===== src/rtl/core/sfd_pkg.sv =====
`default_nettype none
package sfd_pkg;

  localparam int MAX_TAPS       = 32;
  localparam int SAMPLE_BITS    = 16;
  localparam int COEF_BITS      = 24;
  localparam int COEF_FRAC_BITS = 16;
  localparam int OUT_W          = 32;
  localparam int CNT_W          = 16;
  localparam int CFG_W          = 6;
  localparam int WIN            = 2 * MAX_TAPS + 1;
  localparam int HEAD           = MAX_TAPS + 1;
  localparam int MAX_RESULTS    = MAX_TAPS + 1;
  localparam int WIN_AW         = $clog2(WIN);
  localparam int HEAD_AW        = $clog2(HEAD);
  localparam int TAP_AW         = $clog2(MAX_TAPS);
  localparam int RES_W          = $clog2(MAX_RESULTS + 1);
  // signed position / offset arithmetic
  localparam int POS_W          = CNT_W + 3;
  localparam int EXT_W          = SAMPLE_BITS + 2;
  localparam int PAIR_W         = SAMPLE_BITS + 3;
  localparam int PROD_W         = COEF_BITS + PAIR_W;
  localparam int ACC_W          = PROD_W + TAP_AW + 1;
  localparam int SH_W           = ACC_W - COEF_FRAC_BITS;

  // register indexes
  localparam logic [1:0] CFG_HALF_TAPS     = 2'd0;
  localparam logic [1:0] CFG_ODD_LENGTH    = 2'd1;
  localparam logic [1:0] CFG_DIFFERENTIATE = 2'd2;
  localparam logic [1:0] CFG_EDGE_HOLD     = 2'd3;

  // item opcodes
  localparam logic OP_COEF   = 1'b0;
  localparam logic OP_SAMPLE = 1'b1;

  typedef struct packed {
    logic                          op;
    logic [4:0]                    coef_index;
    logic signed [COEF_BITS-1:0]   coef_value;
    logic signed [SAMPLE_BITS-1:0] sample;
    logic                          last;
  } item_t;

  typedef struct packed {
    logic signed [OUT_W-1:0] value;
    logic                    saturated;
    logic                    end_of_record;
  } result_t;

  typedef struct packed {
    logic clear;
    logic pair_en;
    logic mul_en;
    logic acc_en;
  } mac_ctl_t;

endpackage
`default_nettype wire


===== src/rtl/core/sfd_ram.sv =====
`default_nettype none
module sfd_ram #(
  parameter int WIDTH = 16,
  parameter int DEPTH = 64
) (
  input  wire logic                     clk,
  input  wire logic                     we,
  input  wire logic [$clog2(DEPTH)-1:0] waddr,
  input  wire logic [WIDTH-1:0]         wdata,
  input  wire logic [$clog2(DEPTH)-1:0] raddr,
  output logic      [WIDTH-1:0]         rdata
);

  logic [WIDTH-1:0] mem [DEPTH];

  always_ff @(posedge clk) begin
    if (we) begin
      mem[waddr] <= wdata;
    end
    rdata <= mem[raddr];
  end

endmodule
`default_nettype wire


===== src/rtl/core/sfd_mac.sv =====
`default_nettype none
module sfd_mac
  import sfd_pkg::*;
(
  input  wire logic                          clk,
  input  wire mac_ctl_t                      ctl,
  input  wire logic signed [SAMPLE_BITS-1:0] ra1,
  input  wire logic signed [SAMPLE_BITS-1:0] rb1,
  input  wire logic signed [SAMPLE_BITS-1:0] ra2,
  input  wire logic signed [SAMPLE_BITS-1:0] rb2,
  input  wire logic                          refl1,
  input  wire logic                          refl2,
  input  wire logic                          use2,
  input  wire logic                          sub,
  input  wire logic signed [COEF_BITS-1:0]   coef,
  output logic signed [OUT_W-1:0]            value,
  output logic                               saturated
);

  logic signed [EXT_W-1:0]  e1, e2;
  logic signed [PAIR_W-1:0] t2, pair_next;
  logic signed [PAIR_W-1:0] pair;
  logic signed [PROD_W-1:0] prod;
  logic signed [ACC_W-1:0]  acc;
  logic signed [SH_W-1:0]   sh;
  logic                     ovf;

  // extended samples: plain or point-reflected (2*edge - mirror)
  always_comb begin
    e1 = refl1 ? (EXT_W'(ra1) <<< 1) - EXT_W'(rb1) : EXT_W'(ra1);
    e2 = refl2 ? (EXT_W'(ra2) <<< 1) - EXT_W'(rb2) : EXT_W'(ra2);
    t2 = use2 ? PAIR_W'(e2) : '0;
    pair_next = sub ? PAIR_W'(e1) - t2 : PAIR_W'(e1) + t2;
  end

  always_ff @(posedge clk) begin
    if (ctl.pair_en) begin
      pair <= pair_next;
    end
    if (ctl.mul_en) begin
      prod <= PROD_W'(coef) * PROD_W'(pair);
    end
    if (ctl.clear) begin
      acc <= '0;
    end else if (ctl.acc_en) begin
      acc <= acc + ACC_W'(prod);
    end
  end

  // floor shift and saturation to the output range
  always_comb begin
    sh  = SH_W'(acc >>> COEF_FRAC_BITS);
    ovf = !((&sh[SH_W-1:OUT_W-1]) || !(|sh[SH_W-1:OUT_W-1]));
    saturated = ovf;
    if (!ovf) begin
      value = sh[OUT_W-1:0];
    end else if (sh[SH_W-1]) begin
      value = {1'b1, {(OUT_W-1){1'b0}}};
    end else begin
      value = {1'b0, {(OUT_W-1){1'b1}}};
    end
  end

endmodule
`default_nettype wire


===== src/rtl/core/symmetric_fir_differentiator.sv =====
`default_nettype none
// The block takes one word at a time and stalls new words until it is back in idle;
// each tap costs four registered sample-memory reads, a pre-add, one multiply and one
// accumulate on the single shared MAC unit.
// Reset (rst, synchronous): registers 1,1,0,0, seen and done counters and window pointer cleared;
// sample and coefficient memories keep their contents.
module symmetric_fir_differentiator
  import sfd_pkg::*;
(
  input  wire logic             clk,
  input  wire logic             rst,
  input  wire logic             cfg_we,
  input  wire logic [1:0]       cfg_index,
  input  wire logic [CFG_W-1:0] cfg_data,
  input  wire logic             item_valid,
  output logic                  item_stall,
  input  wire item_t            item,
  output logic                  result_valid,
  input  wire logic             result_stall,
  output result_t               result
);

  typedef enum logic [2:0] {
    S_IDLE, S_CHECK, S_ADDR, S_WAIT, S_PAIR, S_MUL, S_ACC, S_EMIT
  } state_t;

  typedef enum logic [1:0] { SEL_WIN, SEL_HEAD, SEL_ZERO } sel_t;

  state_t state;
  logic [CFG_W-1:0] half_taps;
  logic odd_length, differentiate, edge_hold;

  logic signed [COEF_BITS-1:0] coef_mem [MAX_TAPS];
  logic signed [SAMPLE_BITS-1:0] raw [4];
  logic [CNT_W-1:0] seen, done, pend, b;
  logic [WIN_AW-1:0] wr_pos;
  logic wrapped, last_q;
  logic [RES_W-1:0] cnt;
  logic [TAP_AW-1:0] j;
  logic [1:0] rd;
  logic refl1, refl2;
  sel_t sel;

  logic accept, out_free, sample_acc, emit;
  logic [CNT_W-1:0] seen_next;
  logic [CFG_W-1:0] n;
  logic [CFG_W-1:0] look;
  logic [TAP_AW-1:0] ci;
  logic signed [POS_W-1:0] s_pos, r, dp, dm, ra, rb, back, a, t;
  logic left, right, refl;
  logic [WIN_AW-1:0] win_raddr;
  logic [HEAD_AW-1:0] head_raddr;
  sel_t sel_next;
  logic [SAMPLE_BITS-1:0] win_rdata, head_rdata;
  mac_ctl_t ctl;
  logic signed [OUT_W-1:0] mac_value;
  logic mac_sat;

  assign item_stall = (state != S_IDLE);
  assign accept     = item_valid && !item_stall;
  assign sample_acc = accept && (item.op == OP_SAMPLE);
  assign out_free   = !result_valid || !result_stall;
  assign emit       = (state == S_EMIT) && out_free;
  assign seen_next  = seen + 1'b1;

  // taps in use, clamped, and lookahead
  always_comb begin
    if (half_taps == '0) begin
      n = CFG_W'(1);
    end else if (half_taps > CFG_W'(MAX_TAPS)) begin
      n = CFG_W'(MAX_TAPS);
    end else begin
      n = half_taps;
    end
    look = (differentiate || !odd_length) ? n : n - 1'b1;
    ci   = TAP_AW'(n - 1'b1 - CFG_W'(j));
  end

  // tap offset to a back distance, then edge extension
  always_comb begin
    s_pos = POS_W'(seen - 1'b1);
    dp = (differentiate || !odd_length) ? POS_W'(j) + POS_W'(1) : POS_W'(j);
    dm = differentiate ? POS_W'(j) + POS_W'(1) : POS_W'(j);
    r  = rd[1] ? POS_W'(b) + dm : POS_W'(b) - dp;
    right = (r < 0);
    left  = !wrapped && (r > s_pos);
    refl  = (left || right) && !edge_hold;
    ra = r;
    rb = r;
    if (right) begin
      ra = '0;
      rb = (!wrapped && (-r > s_pos)) ? s_pos : -r;
    end else if (left) begin
      ra = s_pos;
      rb = (s_pos + s_pos - r < 0) ? '0 : s_pos + s_pos - r;
    end
    back = rd[0] ? rb : ra;
    a = s_pos - back;
    t = POS_W'(wr_pos) + POS_W'(WIN - 1) - back;
    if (t >= POS_W'(WIN)) begin
      t = t - POS_W'(WIN);
    end
    win_raddr  = WIN_AW'(t);
    head_raddr = HEAD_AW'(a);
    if (back < POS_W'(WIN)) begin
      sel_next = SEL_WIN;
    end else if (!wrapped && a >= 0 && a < POS_W'(HEAD)) begin
      sel_next = SEL_HEAD;
    end else begin
      sel_next = SEL_ZERO;
    end
  end

  always_comb begin
    ctl.clear   = (state == S_CHECK);
    ctl.pair_en = (state == S_PAIR);
    ctl.mul_en  = (state == S_MUL);
    ctl.acc_en  = (state == S_ACC);
  end

  sfd_ram #(.WIDTH(SAMPLE_BITS), .DEPTH(WIN)) u_win (
    .clk(clk), .we(sample_acc), .waddr(wr_pos), .wdata(item.sample),
    .raddr(win_raddr), .rdata(win_rdata)
  );

  sfd_ram #(.WIDTH(SAMPLE_BITS), .DEPTH(HEAD)) u_head (
    .clk(clk), .we(sample_acc && !wrapped && (seen < CNT_W'(HEAD))),
    .waddr(HEAD_AW'(seen)), .wdata(item.sample),
    .raddr(head_raddr), .rdata(head_rdata)
  );

  sfd_mac u_mac (
    .clk(clk), .ctl(ctl),
    .ra1(raw[0]), .rb1(raw[1]), .ra2(raw[2]), .rb2(raw[3]),
    .refl1(refl1), .refl2(refl2),
    .use2(differentiate || !odd_length || (j != '0)),
    .sub(differentiate), .coef(coef_mem[ci]),
    .value(mac_value), .saturated(mac_sat)
  );

  // coefficient store
  always_ff @(posedge clk) begin
    if (accept && item.op == OP_COEF && (int'(item.coef_index) < MAX_TAPS)) begin
      coef_mem[TAP_AW'(item.coef_index)] <= item.coef_value;
    end
  end

  // sequencer
  always_ff @(posedge clk) begin
    if (rst) begin
      state <= S_IDLE;
      half_taps <= CFG_W'(1);
      odd_length <= 1'b1;
      differentiate <= 1'b0;
      edge_hold <= 1'b0;
      seen <= '0;
      done <= '0;
      wr_pos <= '0;
      wrapped <= 1'b0;
      result_valid <= 1'b0;
    end else begin
      if (cfg_we) begin
        unique case (cfg_index)
          CFG_HALF_TAPS:     half_taps <= cfg_data;
          CFG_ODD_LENGTH:    odd_length <= cfg_data[0];
          CFG_DIFFERENTIATE: differentiate <= cfg_data[0];
          CFG_EDGE_HOLD:     edge_hold <= cfg_data[0];
          default: ;
        endcase
      end
      // output word held until taken
      if (emit) begin
        result_valid <= 1'b1;
      end else if (result_valid && !result_stall) begin
        result_valid <= 1'b0;
      end
      unique case (state)
        S_IDLE: begin
          if (sample_acc) begin
            wr_pos <= (wr_pos == WIN_AW'(WIN - 1)) ? '0 : wr_pos + 1'b1;
            seen <= seen_next;
            if (seen_next == '0) begin
              wrapped <= 1'b1;
            end
            last_q <= item.last;
            pend <= seen_next - done;
            cnt <= '0;
            state <= S_CHECK;
          end
        end
        S_CHECK: begin
          if (pend == '0 || cnt == RES_W'(MAX_RESULTS) ||
              (!last_q && (pend - 1'b1) < CNT_W'(look))) begin
            if (last_q) begin
              seen <= '0;
              done <= '0;
              wrapped <= 1'b0;
            end
            state <= S_IDLE;
          end else begin
            b <= pend - 1'b1;
            j <= '0;
            rd <= '0;
            state <= S_ADDR;
          end
        end
        S_ADDR: begin
          sel <= sel_next;
          if (rd == 2'd0) begin
            refl1 <= refl;
          end
          if (rd == 2'd2) begin
            refl2 <= refl;
          end
          state <= S_WAIT;
        end
        S_WAIT: begin
          case (sel)
            SEL_WIN:  raw[rd] <= win_rdata;
            SEL_HEAD: raw[rd] <= head_rdata;
            default:  raw[rd] <= '0;
          endcase
          rd <= rd + 1'b1;
          state <= (rd == 2'd3) ? S_PAIR : S_ADDR;
        end
        S_PAIR: state <= S_MUL;
        S_MUL:  state <= S_ACC;
        S_ACC: begin
          if (CFG_W'(j) == n - 1'b1) begin
            state <= S_EMIT;
          end else begin
            j <= j + 1'b1;
            state <= S_ADDR;
          end
        end
        S_EMIT: begin
          if (out_free) begin
            result.value <= mac_value;
            result.saturated <= mac_sat;
            result.end_of_record <= last_q && (b == '0);
            done <= done + 1'b1;
            pend <= pend - 1'b1;
            cnt <= cnt + 1'b1;
            state <= S_CHECK;
          end
        end
        default: state <= S_IDLE;
      endcase
    end
  end

`ifndef SYNTHESIS
  a_cnt_bound: assert property (@(posedge clk) disable iff (rst)
    cnt <= RES_W'(MAX_RESULTS) || state == S_IDLE)
    else $error("result count per word exceeded");
  a_wr_pos: assert property (@(posedge clk) disable iff (rst)
    wr_pos < WIN_AW'(WIN))
    else $error("window pointer out of range");
  a_emit: assert property (@(posedge clk) disable iff (rst)
    (state == S_EMIT && out_free) |=> (result_valid && state == S_CHECK))
    else $error("emit did not load the output register");
  a_idle_ready: assert property (@(posedge clk) disable iff (rst)
    (state == S_CHECK && $past(state) == S_IDLE) |-> $past(sample_acc))
    else $error("sequencer started without a sample word");
`endif

endmodule
`default_nettype wire


===== config.mk =====
export PLATFORM = sky130hd
export DESIGN_NAME = symmetric_fir_differentiator
export DESIGN_NICKNAME = d
export VERILOG_FILES = /design/src/rtl/core/sfd_pkg.sv /design/src/rtl/core/sfd_ram.sv /design/src/rtl/core/sfd_mac.sv /design/src/rtl/core/symmetric_fir_differentiator.sv
export SDC_FILE = /design/constraint.sdc
export NUM_CORES = 2
export LEC_CHECK = 0
export ABC_AREA = 1
export BUFFER_PORTS_ARGS = -buffer_cell sky130_fd_sc_hd__clkbuf_2
export CORE_MARGIN = 4
export CORE_UTILIZATION = 60
export DETAILED_ROUTE_END_ITERATION = 10
export GPL_TIMING_DRIVEN = 0
export PLACE_DENSITY_LB_ADDON = 0.05
export SLEW_MARGIN = 15
export SYNTH_ARGS = -nofsm -noshare
export SYNTH_HDL_FRONTEND = slang
export SYNTH_SLANG_ARGS = --single-unit

===== constraint.sdc =====
create_clock -name clk -period 24.4 [get_ports clk]
set_input_delay 1.22 -clock clk [delete_from_list [all_inputs] [get_ports clk]]
set_output_delay 1.22 -clock clk [all_outputs]
set_load 0.01 [all_outputs]

# Yosys cells after proc, flatten, opt, wreduce, memory -nomap -nowiden
# Memories as Yosys holds them, arrays and structs flattened. A register that Yosys moved wholly into a read port is not among the register bits.
# Cells that the tools add are included.
[op_classes] magnitude_cmp=11 n_mul=1 n_eq_ne=23 bitwise_logic=5 muxes=72 reduce_logical=67 addsub=28
[ops] operator="$mux 19" count=11
[ops] operator="$mux 16" count=8
[ops] operator="$pmux 16 s2" count=3
[ops] operator="$mux 32" count=2
[ops] operator="$add 49x43->49" count=1
[ops] operator="$logic_not 16->1" count=3
[ops] operator="$mul 24x19->43" count=1
[ops] operator="$gt 19x17->1" count=2
[ops] operator="$add 17x17->18" count=2
[ops] operator="$mux 18" count=2
[ops] operator="$mux 6" count=6
[ops] operator="$sub 17x16->18" count=2
[ops] operator="$add 16x1->16 const B" count=2
[ops] operator="$mux 1" count=24
[ops] operator="$pmux 3 s8" count=1
[ops] operator="$lt 20x1->1 const B" count=1
[ops] operator="$sub 18x19->20" count=1
[ops] operator="$add 18x19->19" count=1
[ops] operator="$ge 19x1->1 const B" count=1
[ops] operator="$ge 19x8->1 const B" count=1
[ops] operator="$lt 19x1->1 const B" count=1
[ops] operator="$lt 19x7->1 const B" count=1
[ops] operator="$lt 19x8->1 const B" count=1
[ops] operator="$neg 19->19" count=1
[ops] operator="other kinds (55)" count=128
[totals] ram_bits=2400 wordCells=236 input_bits=60 register_bits=248 memories=4
[mem_list] name="u_win.mem" depth=65 width=16 read_ports=1 rd_clocked_by_memory_dff=1 wr=1 line="sfd_ram.sv:14" source="logic [WIDTH-1:0] mem [DEPTH];"
[mem_list] name="coef_mem" depth=32 width=24 read_ports=1 rd_clocked_by_memory_dff=0 wr=1 line="symmetric_fir_differentiator.sv:33" source="logic signed [COEF_BITS-1:0] coef_mem [MAX_TAPS];"
[mem_list] name="u_head.mem" depth=33 width=16 read_ports=1 rd_clocked_by_memory_dff=1 wr=1 line="sfd_ram.sv:14"
[mem_list] name="raw" depth=4 width=16 read_ports=4 rd_clocked_by_memory_dff=0 wr=1 line="symmetric_fir_differentiator.sv:34" source="logic signed [SAMPLE_BITS-1:0] raw [4];"

# Depth between registers and ports, before layout
[logic_depth] ltp_word=16 depth_mapped=79 ltp_nobuf=75

# Hierarchy
# A second synthesis with hierarchy kept.
[hier_totals] hier_cells=13282 hier_area_um2=138818.1
[modules_own_cells] mod="symmetric_fir_differentiator" cells_per_inst=4162 seq_area_each_um2=28567.4 instances=1 area_each_um2=46328.2
[modules_own_cells] mod="sfd_ram (u_win)" cells_per_inst=3541 seq_area_each_um2=31550.3 instances=1 area_each_um2=42741.0
[modules_own_cells] mod="sfd_mac" cells_per_inst=3746 seq_area_each_um2=2842.7 instances=1 area_each_um2=27772.9
[modules_own_cells] mod="sfd_ram (u_head)" cells_per_inst=1833 seq_area_each_um2=16175.5 instances=1 area_each_um2=21976.1

# Worst setup path before layout
# Ideal clock, no wire load.
[synth_timing] kind="register -> register" from="reg half_taps[2]" to="reg u_mac.prod[42], data pin" required_time_ns=24.131 synth_period_minus_slack_ns=9.724 n_path_buf=3 path_stages_with_launch=55 path_slack_ns=14.676 arrival_ns=9.455 cell_sequence="dfxtp_1 -> nor4_1 -> nand2_1 -> o21ai_0 -> inv_1 -> ha_1 -> inv_1 -> fa_1 -> xor2_1 -> clkinv_1 -> clkbuf_1 -> clkbuf_1 -> o211ai_1 -> nand3_1 -> o211ai_1 -> nand2_1 -> inv_1 -> clkbuf_1 -> (+19 left out) -> nand2_1 -> nand3_1 -> nand2_1 -> nand3_1 -> nand2_1 -> a21oi_1 -> o21ai_0 -> nand3_1 -> nand2_1 -> nand3_1 -> nand2_1 -> nand4_1 -> nand2_1 -> a21oi_1 -> o21ai_0 -> inv_1 -> o31ai_1 -> xor2_1"
[synth_via] elab_chain_len=7
[synth_lines] element="start: declaration" line="symmetric_fir_differentiator.sv:30" source="logic [CFG_W-1:0] half_taps;"
[synth_lines] element="start signal: assignment" line="symmetric_fir_differentiator.sv:164" source="CFG_HALF_TAPS: half_taps <= cfg_data;"
[synth_lines] element="$gt 6x6->1" line="symmetric_fir_differentiator.sv:70" source="end else if (half_taps > CFG_W'(MAX_TAPS)) begin"
[synth_lines] element="$mux 6" line="symmetric_fir_differentiator.sv:70"
[synth_lines] element="$mux 6 *" line="symmetric_fir_differentiator.sv:68" source="if (half_taps == '0) begin"
[synth_lines] element="$sub 6x1->6 *"
[synth_lines] element="$sub 5x5->5 *" line="symmetric_fir_differentiator.sv:76" source="ci = TAP_AW'(n - 1'b1 - CFG_W'(j));"
[synth_lines] element="$mem_v2 32x24 *"
[synth_lines] element="$mul 24x19->43 *" line="sfd_mac.sv:41" source="prod <= PROD_W'(coef) * PROD_W'(pair);"
[synth_lines] element="end signal: assignment" line="sfd_mac.sv:41"
[synth_lines] element="end: declaration" line="sfd_mac.sv:23" source="logic signed [PROD_W-1:0] prod;"
# Mark *: on every way between the ends. The rest lies on a longest branch, timed or not.
# A chain may end at the register's enable or synchronous reset.

# Final worst setup path
# Ends and elaborated chain as after synthesis.

==> flow_metrics.py <==
metrics = {
    "outcome": {
        "status": "finished, final reports clean",
    },
    "critical_path": {
        "end_kind": "flop",
        "reg2reg_depth": 55,
        "r2r_end": "u_mac.prod[42]",
        "worst-setup-path-type": "flop to flop",
        "required_ns": 25.07,
        "path_buf_inv": 13,
        "critPathMaxStageDelay_ns": 0.86,
        "worst_path_most_repeated_cell": "nand2_1",
        "path_delay_family": "buffers and inverters",
        "reg2reg_slack_ns": 9.81,
        "crit_arrival_ns": 15.26,
        "critPathLaunchType": "flop",
        "critical_path.max_fanout": 10,
        "crit_path_top_delay_cell": "clkbuf_1",
        "timing.rr.start": "half_taps[2]",
    },
    "drt": {
        "wire_per_inst_um": 24.5,
        "initialDrtViolationCount": 13100,
        "drt-total-wl_um": 419000,
        "via_count": 102000,
        "ant_nets": 0,
        "drc": 0,
        "dr.pass1.iters": 7,
        "vias_per_cell": 5.97,
    },
    "grt": {
        "met3_usage_pct": 6.39,
        "antenna_found_initial": 10,
        "grt_max_degree": 99,
        "busiest_layer": "met2",
        "grt_use_met2_pct": 54.1,
        "grt_pass1_vias": 98300,
        "grt_usage_pct": 35.0,
        "grt_pass1_wl_um": 617000,
        "grt_use_met1_pct": 50.5,
        "overflow": 0,
    },
    "yosys": {
        "synthTopCellsByArea": "edfxtp_1, fa_1, nand2_1",
        "ys_async_sr_fraction_pct": 0,
        "syn_area_per_cell_um2": 10.3,
        "synth.distinct_cells": 63,
        "postSynthCellCount": 13400,
        "yosysSeqAreaShare_pct": 57.6,
        "syn_area_um2": 137000,
        "synth_nets": 14300,
        "yosysWarnings": 0,
        "synth.top_cell.area_share_pct": 55.6,
        "synth_top_area_cell": "edfxtp_1",
        "ys_ff_latch": 2680,
        "synth_flop_cell": "edfxtp_1",
        "synth-edff-count": 2546,
    },
    "final_layout": {
        "drive_above_1_share_pct": 7.29,
        "fin_area_um2": 153000,
        "final_nets": 14800,
        "area_growth_pct": 11.5,
        "post-route-util_pct": 67.3,
        "filler_cell_count": 17500,
        "multi_input_area_um2": 48700,
        "register_area_um2": 79100,
        "layout_common_cells": "edfxtp_1, nand2_1, inv_1",
        "mostFrequentLayoutCell": "edfxtp_1",
    },
    "clocking": {
        "insertion_delay_ns": 0.99,
        "cts_resized": 0,
        "cts-buffers-inserted": 298,
        "clockRootBuffer": "clkbuf_16",
        "cts_tree": "yes",
        "clk_pin_slew_ns": 0.06,
        "cts_buffer_depth": 4,
        "htreeDepth": 5,
        "post-cts-setup-buffer-count": 0,
        "cts_hold_buf": 0,
        "cts_sinks": 2680,
    },
    "die": {
        "die_x_um": 487,
        "core_area_um2": 227000,
        "io_pins": 96,
        "dieArea_um2": 237000,
        "start_util_pct": 60.4,
        "placementRows": 175,
        "die_h_um": 487,
    },
    "timing": {
        "relSlewSlack_pct": 16.9,
        "rsz0062_at_grt": "no",
        "setup_viol": 0,
        "timing.final.hold_violations": 0,
        "worst_pin_slew_ns": 1.24,
        "max_freq_mhz": 68.5,
        "layout_min_cycle_time_ns": 14.59,
        "final.period_utilization_pct": 59.8,
        "report.final.slew_viol_count": 0,
        "finalSetupTns_ns": 0,
        "fin_skew_ns": 0.121,
    },
    "place": {
        "hpwl_um": 300000,
        "routabilityCongestion": 1.01,
        "dpl_cell_area_um2": 144000,
        "port_buffers": 94,
    },
    "job": {
        "maxCapViolations": 0,
    },
    "worst_hold_path": {
        "min-delay-start": "u_win.mem[64][7]",
        "hold_path.class": "flop to flop",
        "holdPathEnd": "u_win.rdata[7]",
        "whs_path_depth": 2,
    },
}
## per-stage QoR
stage                     hold slack, ns  setup slack (ns)  std cells
final                              0.436              9.81      17100
after global routing               0.458              9.00      17100
after CTS                          0.434             10.15      17100
after detailed placement           0.426             10.17      16600
after global placement             0.426              9.68      16500
after floorplan                    0.419             14.68      13400
## worst max-delay path by stage
stage            startpoint             end  slack, ns  cells past startpoint
2_1_floorplan  half_taps[2]  u_mac.prod[42]      14.68                     54
3_3_place_gp   half_taps[2]  u_mac.prod[42]       9.68                     54
3_5_place_dp   half_taps[1]  u_mac.prod[42]      10.17                     57
4_1_cts        half_taps[2]  u_mac.prod[42]      10.15                     55
5_1_grt        half_taps[1]  u_mac.prod[42]       9.00                     57
6_report       half_taps[2]  u_mac.prod[42]       9.81                     55
## state kept, by name, indices dropped and copies added, names as in the netlist, 7 cells and up
name / flops
wr_pos: 7
u_win.rdata: 16
result: 34
u_win.mem: 1040
coef_mem: 768
seen: 16
u_mac.prod: 43
done: 16
u_mac.acc: 49
u_head.rdata: 16
u_head.mem: 528
b: 16
u_mac.pair: 19
pend: 16
raw: 64
## cell families (layout without fill, tap and decap cells)
kind of cell / after synthesis / after routing / share of synthesized area [%]
AOI/OAI and AO/OA: 1802 / 1802 / 7.56
adders and majority gates: 828 / 828 / 10.1
buffers and inverters: 2617 / 3324 / 7.40
xor gates and xnor gates: 224 / 224 / 1.43
DFF: 2680 / 2680 / 57.6
and+or+nand+nor: 5235 / 5235 / 15.9
other: 0 / 4 / 0
## metal layers
| metal | vias to the layer above | wire length [µm] | part of all wire (%) |
|---|---|---|---|
| li1 | 45900 | - | - |
| met1 | 49700 | 170000 | 40 |
| met2 | 5621 | 189000 | 45 |
| met3 | 873 | 45500 | 11 |
| met4 | 2 | 15600 | 3.7 |
| met5 | - | 11 | 0.0026 |
## tightest hold or removal path, stage by stage (launching register included)
cell and delay [ns]:
edfxtp_1 0.31, nand2_1 0.05, nand2_1 0.05
## cells in the mapped netlist (8+ instances only)
| cell type | instances |
|---|---|
| a21oi_1 | 302 |
| a31oi_1 | 34 |
| buf_1 | 50 |
| buf_2 | 155 |
| buf_4 | 26 |
| clkbuf_1 | 395 |
| clkinv_1 | 9 |
| dfxtp_1 | 134 |
| edfxtp_1 | 2546 |
| fa_1 | 465 |
| ha_1 | 363 |
| inv_1 | 1944 |
| inv_2 | 32 |
| nand2_1 | 2260 |
| nand2_2 | 19 |
| nand3_1 | 1345 |
| nand3b_1 | 8 |
| nand4_1 | 40 |
| nor2_1 | 1426 |
| nor2_2 | 18 |
| nor3_1 | 54 |
| nor4_1 | 14 |
| o211ai_1 | 255 |
| o21a_1 | 11 |
| o21ai_0 | 927 |
| o21ai_1 | 15 |
| o21bai_1 | 40 |
| o221ai_1 | 73 |
| o22ai_1 | 88 |
| o31ai_1 | 17 |
| or2_2 | 21 |
| xnor2_1 | 59 |
| xor2_1 | 164 |
## layout make-up
type,instances,share of cell area (%)
sequential,2680,51.7
inverter,1985,4.86
clock inverter,135,0.820
clock buffer,378,5.15
timing repair buffer,194,1.51
buffer,632,1.77
antenna,4,0.00653
multi-input combinational,8089,31.8
tap,3009,2.46
Power is not shown: default switching activity piles up to over one toggle a cycle in this logic, so the estimate is an artifact.
